`src/sv/integer_matrix_multiply_core_macros.svh`:
```
// assertion helpers used by the rtl controller
`ifndef INTEGER_MATRIX_MULTIPLY_CORE_MACROS_SVH
`define INTEGER_MATRIX_MULTIPLY_CORE_MACROS_SVH

// consequent checked in the same cycle as the antecedent
`define IMM_ASSERT_SAME(label, clk, rstn, ante, cons, msg) \
    label: assert property (@(posedge clk) disable iff (!(rstn)) (ante) |-> (cons)) \
        else $error(msg);

// consequent checked in the cycle after the antecedent
`define IMM_ASSERT_NEXT(label, clk, rstn, ante, cons, msg) \
    label: assert property (@(posedge clk) disable iff (!(rstn)) (ante) |=> (cons)) \
        else $error(msg);

`endif

```
`src/sv/imm_pkg.sv`:
```
package imm_pkg;

    // default size of the square operand and result stores
    localparam int MAX_DIM_DEF = 16;

    // fixed field widths
    localparam int DATA_W = 32;
    localparam int OP_W   = 2;
    localparam int IDX_W  = 4;
    localparam int DIM_W  = 5;

    // configuration port
    localparam int APB_W   = 32;
    localparam int PADDR_W = 4;
    localparam logic [DIM_W-1:0] DIM_RESET = 5'd16;
    localparam logic [1:0] REG_A_ROWS     = 2'd0;
    localparam logic [1:0] REG_INNER_SIZE = 2'd1;
    localparam logic [1:0] REG_B_COLS     = 2'd2;

    // operation carried with every input transaction
    typedef enum logic [OP_W-1:0] {
        OP_WRITE_A = 2'd0,
        OP_WRITE_B = 2'd1,
        OP_COMPUTE = 2'd2,
        OP_READ_C  = 2'd3
    } op_t;

    // commands from the controller to the datapath
    typedef struct packed {
        logic a_we;
        logic b_we;
        logic issue;
        logic first;
        logic last;
        logic zero;
        logic clear_we;
        logic res_set;
        logic res_status;
        logic res_mem;
        logic out_load;
    } cmd_t;

    // status from the datapath to the controller
    typedef struct packed {
        logic pipe_busy;
        logic out_free;
    } stat_t;

endpackage

```
`src/sv/imm_ctrl.sv`:
```
`include "integer_matrix_multiply_core_macros.svh"

module imm_ctrl #(
    parameter int MAX_DIM = imm_pkg::MAX_DIM_DEF,
    localparam int DW = $clog2(MAX_DIM + 1),
    localparam int IW = $clog2(MAX_DIM),
    localparam int CELLS = MAX_DIM * MAX_DIM,
    localparam int AW = $clog2(CELLS)
) (
    input  logic                          aclk,
    input  logic                          aresetn,
    input  logic                          s_valid_i,
    output logic                          s_ready_o,
    input  imm_pkg::op_t                  op_i,
    input  logic [imm_pkg::IDX_W-1:0]     row_i,
    input  logic [imm_pkg::IDX_W-1:0]     col_i,
    input  logic [imm_pkg::DIM_W-1:0]     a_rows_i,
    input  logic [imm_pkg::DIM_W-1:0]     inner_size_i,
    input  logic [imm_pkg::DIM_W-1:0]     b_cols_i,
    output imm_pkg::cmd_t                 cmd_o,
    input  imm_pkg::stat_t                stat_i,
    output logic [IW-1:0]                 run_row_o,
    output logic [IW-1:0]                 run_inner_o,
    output logic [IW-1:0]                 run_col_o,
    output logic [AW-1:0]                 clr_addr_o
);

    localparam int CMPW = (DW > imm_pkg::DIM_W) ? DW : imm_pkg::DIM_W;

    typedef enum logic [5:0] {
        ST_CLEAR = 6'b000001,
        ST_IDLE  = 6'b000010,
        ST_READ  = 6'b000100,
        ST_RUN   = 6'b001000,
        ST_DRAIN = 6'b010000,
        ST_RESP  = 6'b100000
    } state_t;

    state_t        state_reg, state_next;
    logic [IW-1:0] row_cnt_reg, row_cnt_next;
    logic [IW-1:0] k_cnt_reg, k_cnt_next;
    logic [IW-1:0] col_cnt_reg, col_cnt_next;
    logic [AW-1:0] clr_addr_reg, clr_addr_next;

    logic [DW-1:0] rows, shared, cols, k_max;
    logic          a_ok, b_ok, c_ok;
    logic          k_last, col_last, row_last;

    // dimension clamped to the store size
    function automatic logic [DW-1:0] eff_dim(input logic [imm_pkg::DIM_W-1:0] v);
        logic [CMPW-1:0] vw;
        vw = CMPW'(v);
        if (vw > CMPW'(MAX_DIM)) begin
            return DW'(MAX_DIM);
        end
        return DW'(vw);
    endfunction

    assign rows   = eff_dim(a_rows_i);
    assign shared = eff_dim(inner_size_i);
    assign cols   = eff_dim(b_cols_i);

    // index range checks for element access
    assign a_ok = (CMPW'(row_i) < CMPW'(rows)) && (CMPW'(col_i) < CMPW'(shared));
    assign b_ok = (CMPW'(row_i) < CMPW'(shared)) && (CMPW'(col_i) < CMPW'(cols));
    assign c_ok = (CMPW'(row_i) < CMPW'(rows)) && (CMPW'(col_i) < CMPW'(cols));

    // loop bounds; an empty inner dimension runs one zero term per element
    assign k_max    = (shared == '0) ? '0 : shared - DW'(1);
    assign k_last   = (DW'(k_cnt_reg) == k_max);
    assign col_last = (DW'(col_cnt_reg) == cols - DW'(1));
    assign row_last = (DW'(row_cnt_reg) == rows - DW'(1));

    // sequencing of the operations
    always_comb begin
        state_next    = state_reg;
        row_cnt_next  = row_cnt_reg;
        k_cnt_next    = k_cnt_reg;
        col_cnt_next  = col_cnt_reg;
        clr_addr_next = clr_addr_reg;
        cmd_o         = '0;
        s_ready_o     = 1'b0;
        case (state_reg)
            ST_CLEAR: begin
                cmd_o.clear_we = 1'b1;
                if (clr_addr_reg == AW'(CELLS - 1)) begin
                    state_next = ST_IDLE;
                end else begin
                    clr_addr_next = clr_addr_reg + AW'(1);
                end
            end
            ST_IDLE: begin
                s_ready_o = 1'b1;
                if (s_valid_i) begin
                    case (op_i)
                        imm_pkg::OP_WRITE_A: begin
                            cmd_o.a_we       = a_ok;
                            cmd_o.res_set    = 1'b1;
                            cmd_o.res_status = !a_ok;
                            state_next       = ST_RESP;
                        end
                        imm_pkg::OP_WRITE_B: begin
                            cmd_o.b_we       = b_ok;
                            cmd_o.res_set    = 1'b1;
                            cmd_o.res_status = !b_ok;
                            state_next       = ST_RESP;
                        end
                        imm_pkg::OP_COMPUTE: begin
                            cmd_o.res_set = 1'b1;
                            row_cnt_next  = '0;
                            k_cnt_next    = '0;
                            col_cnt_next  = '0;
                            if (rows != '0 && cols != '0) begin
                                state_next = ST_RUN;
                            end else begin
                                state_next = ST_RESP;
                            end
                        end
                        imm_pkg::OP_READ_C: begin
                            if (c_ok) begin
                                state_next = ST_READ;
                            end else begin
                                cmd_o.res_set    = 1'b1;
                                cmd_o.res_status = 1'b1;
                                state_next       = ST_RESP;
                            end
                        end
                        default: begin
                            state_next = ST_IDLE;
                        end
                    endcase
                end
            end
            ST_READ: begin
                cmd_o.res_mem = 1'b1;
                state_next    = ST_RESP;
            end
            ST_RUN: begin
                cmd_o.issue = 1'b1;
                cmd_o.first = (k_cnt_reg == '0);
                cmd_o.last  = k_last;
                cmd_o.zero  = (shared == '0);
                if (!k_last) begin
                    k_cnt_next = k_cnt_reg + IW'(1);
                end else begin
                    k_cnt_next = '0;
                    if (!col_last) begin
                        col_cnt_next = col_cnt_reg + IW'(1);
                    end else begin
                        col_cnt_next = '0;
                        if (!row_last) begin
                            row_cnt_next = row_cnt_reg + IW'(1);
                        end else begin
                            state_next = ST_DRAIN;
                        end
                    end
                end
            end
            ST_DRAIN: begin
                if (!stat_i.pipe_busy) begin
                    state_next = ST_RESP;
                end
            end
            ST_RESP: begin
                if (stat_i.out_free) begin
                    cmd_o.out_load = 1'b1;
                    state_next     = ST_IDLE;
                end
            end
            default: begin
                state_next = ST_IDLE;
            end
        endcase
    end

    always_ff @(posedge aclk) begin
        if (!aresetn) begin
            state_reg    <= ST_CLEAR;
            row_cnt_reg  <= '0;
            k_cnt_reg    <= '0;
            col_cnt_reg  <= '0;
            clr_addr_reg <= '0;
        end else begin
            state_reg    <= state_next;
            row_cnt_reg  <= row_cnt_next;
            k_cnt_reg    <= k_cnt_next;
            col_cnt_reg  <= col_cnt_next;
            clr_addr_reg <= clr_addr_next;
        end
    end

    assign run_row_o   = row_cnt_reg;
    assign run_inner_o = k_cnt_reg;
    assign run_col_o   = col_cnt_reg;
    assign clr_addr_o  = clr_addr_reg;

    // checks on the sequencing
    `IMM_ASSERT_NEXT(a_compute_starts, aclk, aresetn,
        state_reg == ST_IDLE && s_valid_i && op_i == imm_pkg::OP_COMPUTE && rows != '0 && cols != '0,
        state_reg == ST_RUN, "compute transaction did not start the run")
    `IMM_ASSERT_SAME(a_out_free, aclk, aresetn, cmd_o.out_load, stat_i.out_free,
        "result loaded into a full output register")
    `IMM_ASSERT_SAME(a_resp_drained, aclk, aresetn, state_reg == ST_RESP, !stat_i.pipe_busy,
        "result issued while products are still in flight")
    `IMM_ASSERT_NEXT(a_clear_full, aclk, aresetn,
        state_reg == ST_CLEAR && clr_addr_reg != AW'(CELLS - 1), state_reg == ST_CLEAR,
        "clear pass left before the last entry")

endmodule

```
`config.mk`:
```
export PLATFORM = sky130hd
export DESIGN_NAME = imm_ctrl
export DESIGN_NICKNAME = d
export VERILOG_FILES = /design/src/sv/imm_pkg.sv /design/src/sv/imm_ctrl.sv
export VERILOG_INCLUDE_DIRS = /design/src /design/src/sv
export SDC_FILE = /design/constraint.sdc
export NUM_CORES = 1
export LEC_CHECK = 0
export BUFFER_PORTS_ARGS = -buffer_cell sky130_fd_sc_hd__buf_2
export CAP_MARGIN = 20
export CORE_MARGIN = 2
export CORE_UTILIZATION = 48
export DETAILED_ROUTE_END_ITERATION = 8
export GPL_TIMING_DRIVEN = 0
export PLACE_DENSITY = 0.86
export SYNTH_ARGS = -nofsm -noshare
export SYNTH_HDL_FRONTEND = slang
export SYNTH_SLANG_ARGS = --single-unit
```
`constraint.sdc`:
```
create_clock -name aclk -period 2.9 [get_ports aclk]
set_clock_uncertainty 0.15 [all_clocks]
set_input_delay 0.58 -clock aclk [delete_from_list [all_inputs] [get_ports aclk]]
set_output_delay 0.58 -clock aclk [all_outputs]
set_load 0.01 [all_outputs]
```
==> Word-level counts from Yosys, hierarchy flattened <==
Cells that the tools add are included.
{ "op_classes": {"n_reduce_logical": 19, "muxes": 47, "bitwise_logic": 1, "order_cmp": 7, "eq_ne": 22, "addsub": 7} }
{ "op_table": {"columns": ["cell", "count"], "rows": [
  ["6-bit two-way mux", 9],
  ["4-bit two-way mux", 9],
  ["6-bit one-hot mux with 6 select lines", 1],
  ["5-bit two-way mux", 7],
  ["4-bit one-hot mux with 2 select lines", 3],
  ["4-bit by 5-bit less-than comparator with 1-bit output", 4],
  ["6-bit one-hot mux with 3 select lines", 1],
  ["2-bit inequality test (second input constant)", 8],
  ["4-bit by 5-bit equality test with 1-bit output", 3],
  ["5-bit greater-than comparator (second input constant)", 3],
  ["5-bit by 1-bit subtractor with 5-bit output (second input constant)", 3],
  ["4-bit by 1-bit adder with 4-bit output (second input constant)", 3],
  ["1-bit two-way mux", 10],
  ["2-bit two-way mux", 5],
  ["5-bit nonzero test", 2],
  ["8-bit by 1-bit adder with 8-bit output (second input constant)", 1],
  ["8-bit equality test (second input constant)", 1],
  ["7-bit AND reduction", 1],
  ["6-bit by 1-bit equality test with 1-bit output (second input constant)", 1],
  ["6-bit by 2-bit equality test with 1-bit output (second input constant)", 1],
  ["6-bit by 3-bit equality test with 1-bit output (second input constant)", 1],
  ["6-bit by 4-bit equality test with 1-bit output (second input constant)", 1],
  ["6-bit by 5-bit equality test with 1-bit output (second input constant)", 1],
  ["6-bit equality test (second input constant)", 1],
  ["18 further kinds", 23]
]} }
{ "word_totals": {"regBits": 26, "in_bits": 30, "out_inout_bits": 32} }

==> Longest topological paths before layout <==
{ "logic_depth": {"ltp_word": 9, "mapped_depth": 11} }

==> Worst setup path before layout <==
Ideal clock, no wire load.
{ "synth_timing": {"path_type": "input port to output port", "from": "in a_rows_i[4] in the netlist's numbering", "to": "out cmd_o[10] in the netlist's numbering", "required_time_ns": 2.170, "path_buffers": 1, "path_stages": 8, "slack_ns": 0.011, "arrival_time_ns": 2.159, "cell_sequence": "clkbuf_1 > nand2b_1 > ha_1 > o21ai_0 > a21oi_1 > o31ai_1 > o21ai_0 > nor4_1"} }
{ "synth_rtl": {"columns": ["element", "line", "source"], "rows": [
  ["start, declared", "imm_ctrl.sv:17", "input logic [imm_pkg::DIM_W-1:0] a_rows_i,"],
  ["end, declared", "imm_ctrl.sv:20", "output imm_pkg::cmd_t cmd_o,"]
]} }

==> summary.txt <==
Worst setup path
  • Worst setup SP type: input port
  • Critical Path AT: around 2.4 ns
  • Worst Setup End Kind: primary output
  • Setup crit start: b_cols_i[4]
  • CP peak stage delay: between 0.3 and 0.4 ns
  • CP max FO: 5
  • R2R depth: 7
  • Critical path's top delay family: compound AO/OA/AOI/OAI gates
  • Flop-to-flop setup slack: about 0.26 ns
  • Worst R2R End: run_col_o[0]
  • Setup crit end: cmd_o[9]
  • Crit-path cells: buf_6, buf_8, nand2b_4, ha_4, o21ai_4, a21boi_4, o31ai_4, o21ai_2, nor4_1, buf_2
  • Crit path max-delay cell type: nor4_1
  • CP Depth: 10
  • Required @ worst endpoint: around 2.2 ns
  • Reg2reg start: state_reg[1]
  • Setup Crit Path Kind: input port to primary output
  • WP buf/inv: 3

Yosys
  • Cell Area, Synth: roughly 2200 sq um
  • Cell taking the most area after synthesis: dfxtp_1
  • Post-synth EDFFs: 0
  • Avg Inst Size Synth: 8.29 sq um
  • Synth Register Bits: 26
  • Syn_nets: about 320
  • Synth cell count leaders: dfxtp_1 (26), ha_1 (19), nor2_1 (16)
  • Top cell type's share of synthesized area: 0.234
  • Seq/Total Area, Yosys: 0.234
  • Synthesized instance count: around 270
  • FFs w/ async S/R, synth: 0
  • Ys flop type: dfxtp_1
  • Count of cell types in the netlist: 59
  • Cell with the most instances after synthesis: dfxtp_1
  • Yosys warns: 0
  • Synth area leaders: dfxtp_1 (23%), ha_1 (11%), xnor2_1 (5.5%)

CTS
  • CTS H-tree lvls: 1
  • CTS Buf Count: 3
  • CTS tree: done
  • Post-CTS Hold Fix Bufs: 0
  • CTS root buf: clkbuf_8
  • Register clock-pin slew on the reported worst setup and hold paths: about 0.090 ns
  • Clk_lat worst skew: approximately 0.27 ns
  • CTS max path bufs: 2
  • Clock Sink Count: 26

Cells and area
  • Share of the core filled with cells: 0.700
  • Area of the multi-input gates: ~1900 sq um
  • Post-route insts no fill: slightly below 400
  • Antenna diode count: 0
  • Area growth from synthesis to final layout: 39.1%
  • Final #Nets: just under 400
  • # fillers: between 300 and 400
  • Ratio of cells with drive above 1 in the final layout: 0.391
  • Max FFs per register: 8
  • Register Area: about 520 sq um

Hold path
  • Hold crit path type: flip-flop to flip-flop

Run
  • MaxCap Viol Count: 0

GRT
  • Vias in the first global route: 2251
  • Global-route wire length before repair: ~10000 microns
  • Grt total ovfl: 0
  • Gr usage total: 0.246
  • Largest net degree at the start of global routing: 16
  • Initial antenna violation count: 0

Timing
  • Crit path time final: 3.13 ns
  • Final setup violation count: 3
  • Hold Vio Cnt, Final: 0
  • Final setup margin: -0.230 ns
  • Max Slew Vio Count: 0
  • Least-Margin Pin Slew: 0.622 ns
  • FMAX: 319 MHz
  • Final hold slack: about 0.37 ns
  • Rel. slew slack: 0.579
  • Final Cycle Share: 1.08
  • Setup repair after global routing missed its margin: true

Floorplan
  • Core Box Area: ~4400 sq um
  • Initial Util: 0.503
  • I/O pins: 62
  • Die width: just over 70 microns
  • Die height: slightly above 70 microns
  • Die area: 5190 sq um
  • Row cnt: 24

Outcome
  • Status: complete, but fails checks
  • Failing checks: negative setup slack

Drt
  • Final ANT Viol Nets: 0
  • Routed vias/inst: ~6.2
  • Iteration-0 DRC Markers: ~280
  • Pre-Repair DR Iteration Count: 5
  • Drc violations: 0
  • Routed WL: 6860 microns
  • DR vias: roughly 2400
  • WL/cell: around 18 microns

Place
  • Cells after DPL: 380
  • Port Buffers: 60
  • DP Wirelength: 4140 microns
  • GPL Wtd Cong: 0.841

Pwr
  • Peak VDD IR: roughly 0.29 mV
  • Leak: 1.33 nW
  • PD cells: ~460 nW/um^2
cells by family (layout without fill, tap and decap cells):
group / after synthesis / count (layout) / synth area share
AND/OR/NAND/NOR: 122 / 122 / 0.345
multiplexers: 4 / 4 / 0.0186
AO/OA/AOI/OAI: 59 / 59 / 0.187
flip-flops: 26 / 26 / 0.234
buffers and inverters: 20 / 92 / 0.0377
adder cells (fa/ha/maj): 19 / 19 / 0.107
XOR/XNOR: 18 / 18 / 0.0709
layout by cell type, fill, tap and decap left out, types with 6 or more instances in the layout:
master / synthesis / final
nand2_1: 14 / 13
buf_4: 2 / 10
nor3b_1: 6 / 6
a21oi_1: 14 / 10
nor2b_1: 8 / 8
xnor2_1: 14 / 12
ha_1: 19 / 12
nand2b_1: 13 / 8
inv_1: 11 / 11
a21o_1: 6 / 6
nor2_1: 16 / 13
buf_2: 1 / 54
dfxtp_1: 26 / 23
and2_1: 10 / 10
nand3_1: 10 / 10
o21ai_0: 13 / 9
ha_4: 0 / 6
power breakdown:
group	switching (mW)	total, mW	internal (mW)
Combinational	0.353	0.679	0.326
Clock	0.121	0.306	0.185
Sequential	0.0444	0.444	0.399
Total	0.519	1.43	0.910
tightest hold or removal path, stage by stage, from the launching register on:
cell	delay [ns]
dfxtp_1	0.34
o21ai_0	0.08
a21oi_1	0.06
layer usage:
metal / GRT usage / vias to the layer above / routed length, microns / share of wire
met4: 0.115 / 0 / 331 / 0.048
met1: 0.290 / 1136 / 2740 / 0.40
met3: 0.0486 / 35 / 445 / 0.065
met5: 0 / - / 0 / 0
li1: - / 1123 / - / -
met2: 0.429 / 125 / 3350 / 0.49
how the worst min path moves through the flow:
stage / start / end / depth (start not counted)
finish: run_row_o[3] / run_row_o[3] / 2
detailed placement: run_row_o[3] / run_row_o[3] / 2
global placement: run_row_o[3] / run_row_o[3] / 2
floorplan: run_row_o[3] / run_row_o[3] / 2
global route: run_row_o[3] / run_row_o[3] / 2
CTS: run_row_o[3] / run_row_o[3] / 2
final cells by class:
type / count / area share
clock buffer: 3 / 0.0134
multi-input combinational: 222 / 0.613
inverter: 12 / 0.0154
clock inverter: 1 / 0.00972
buffer: 7 / 0.0215
tap: 52 / 0.0211
sequential: 26 / 0.170
timing repair buffer: 69 / 0.136
through the flow:
stage / TNS [ns] / power, mW / area [sq um] / worst slack, ns
floorplan: 0 / 0.846 / 2220 / 0.0105
global placement: -2.18 / 0.977 / 2590 / -0.277
detailed placement: -2.74 / 0.998 / 2590 / -0.291
CTS: -0.0175 / 1.35 / 2910 / -0.0144
global route: -0.623 / 1.52 / 3090 / -0.214
finish: -0.416 / 1.43 / 3090 / -0.230
repair_timing:
action / in CTS / in global routing
pin swaps: 18 / 21
gates resized for setup: 45 / 40
setup endpoints to repair: 8 / 16
setup buffers: 6 / 3
No activity file was read; power rests on OpenSTA's default activity.
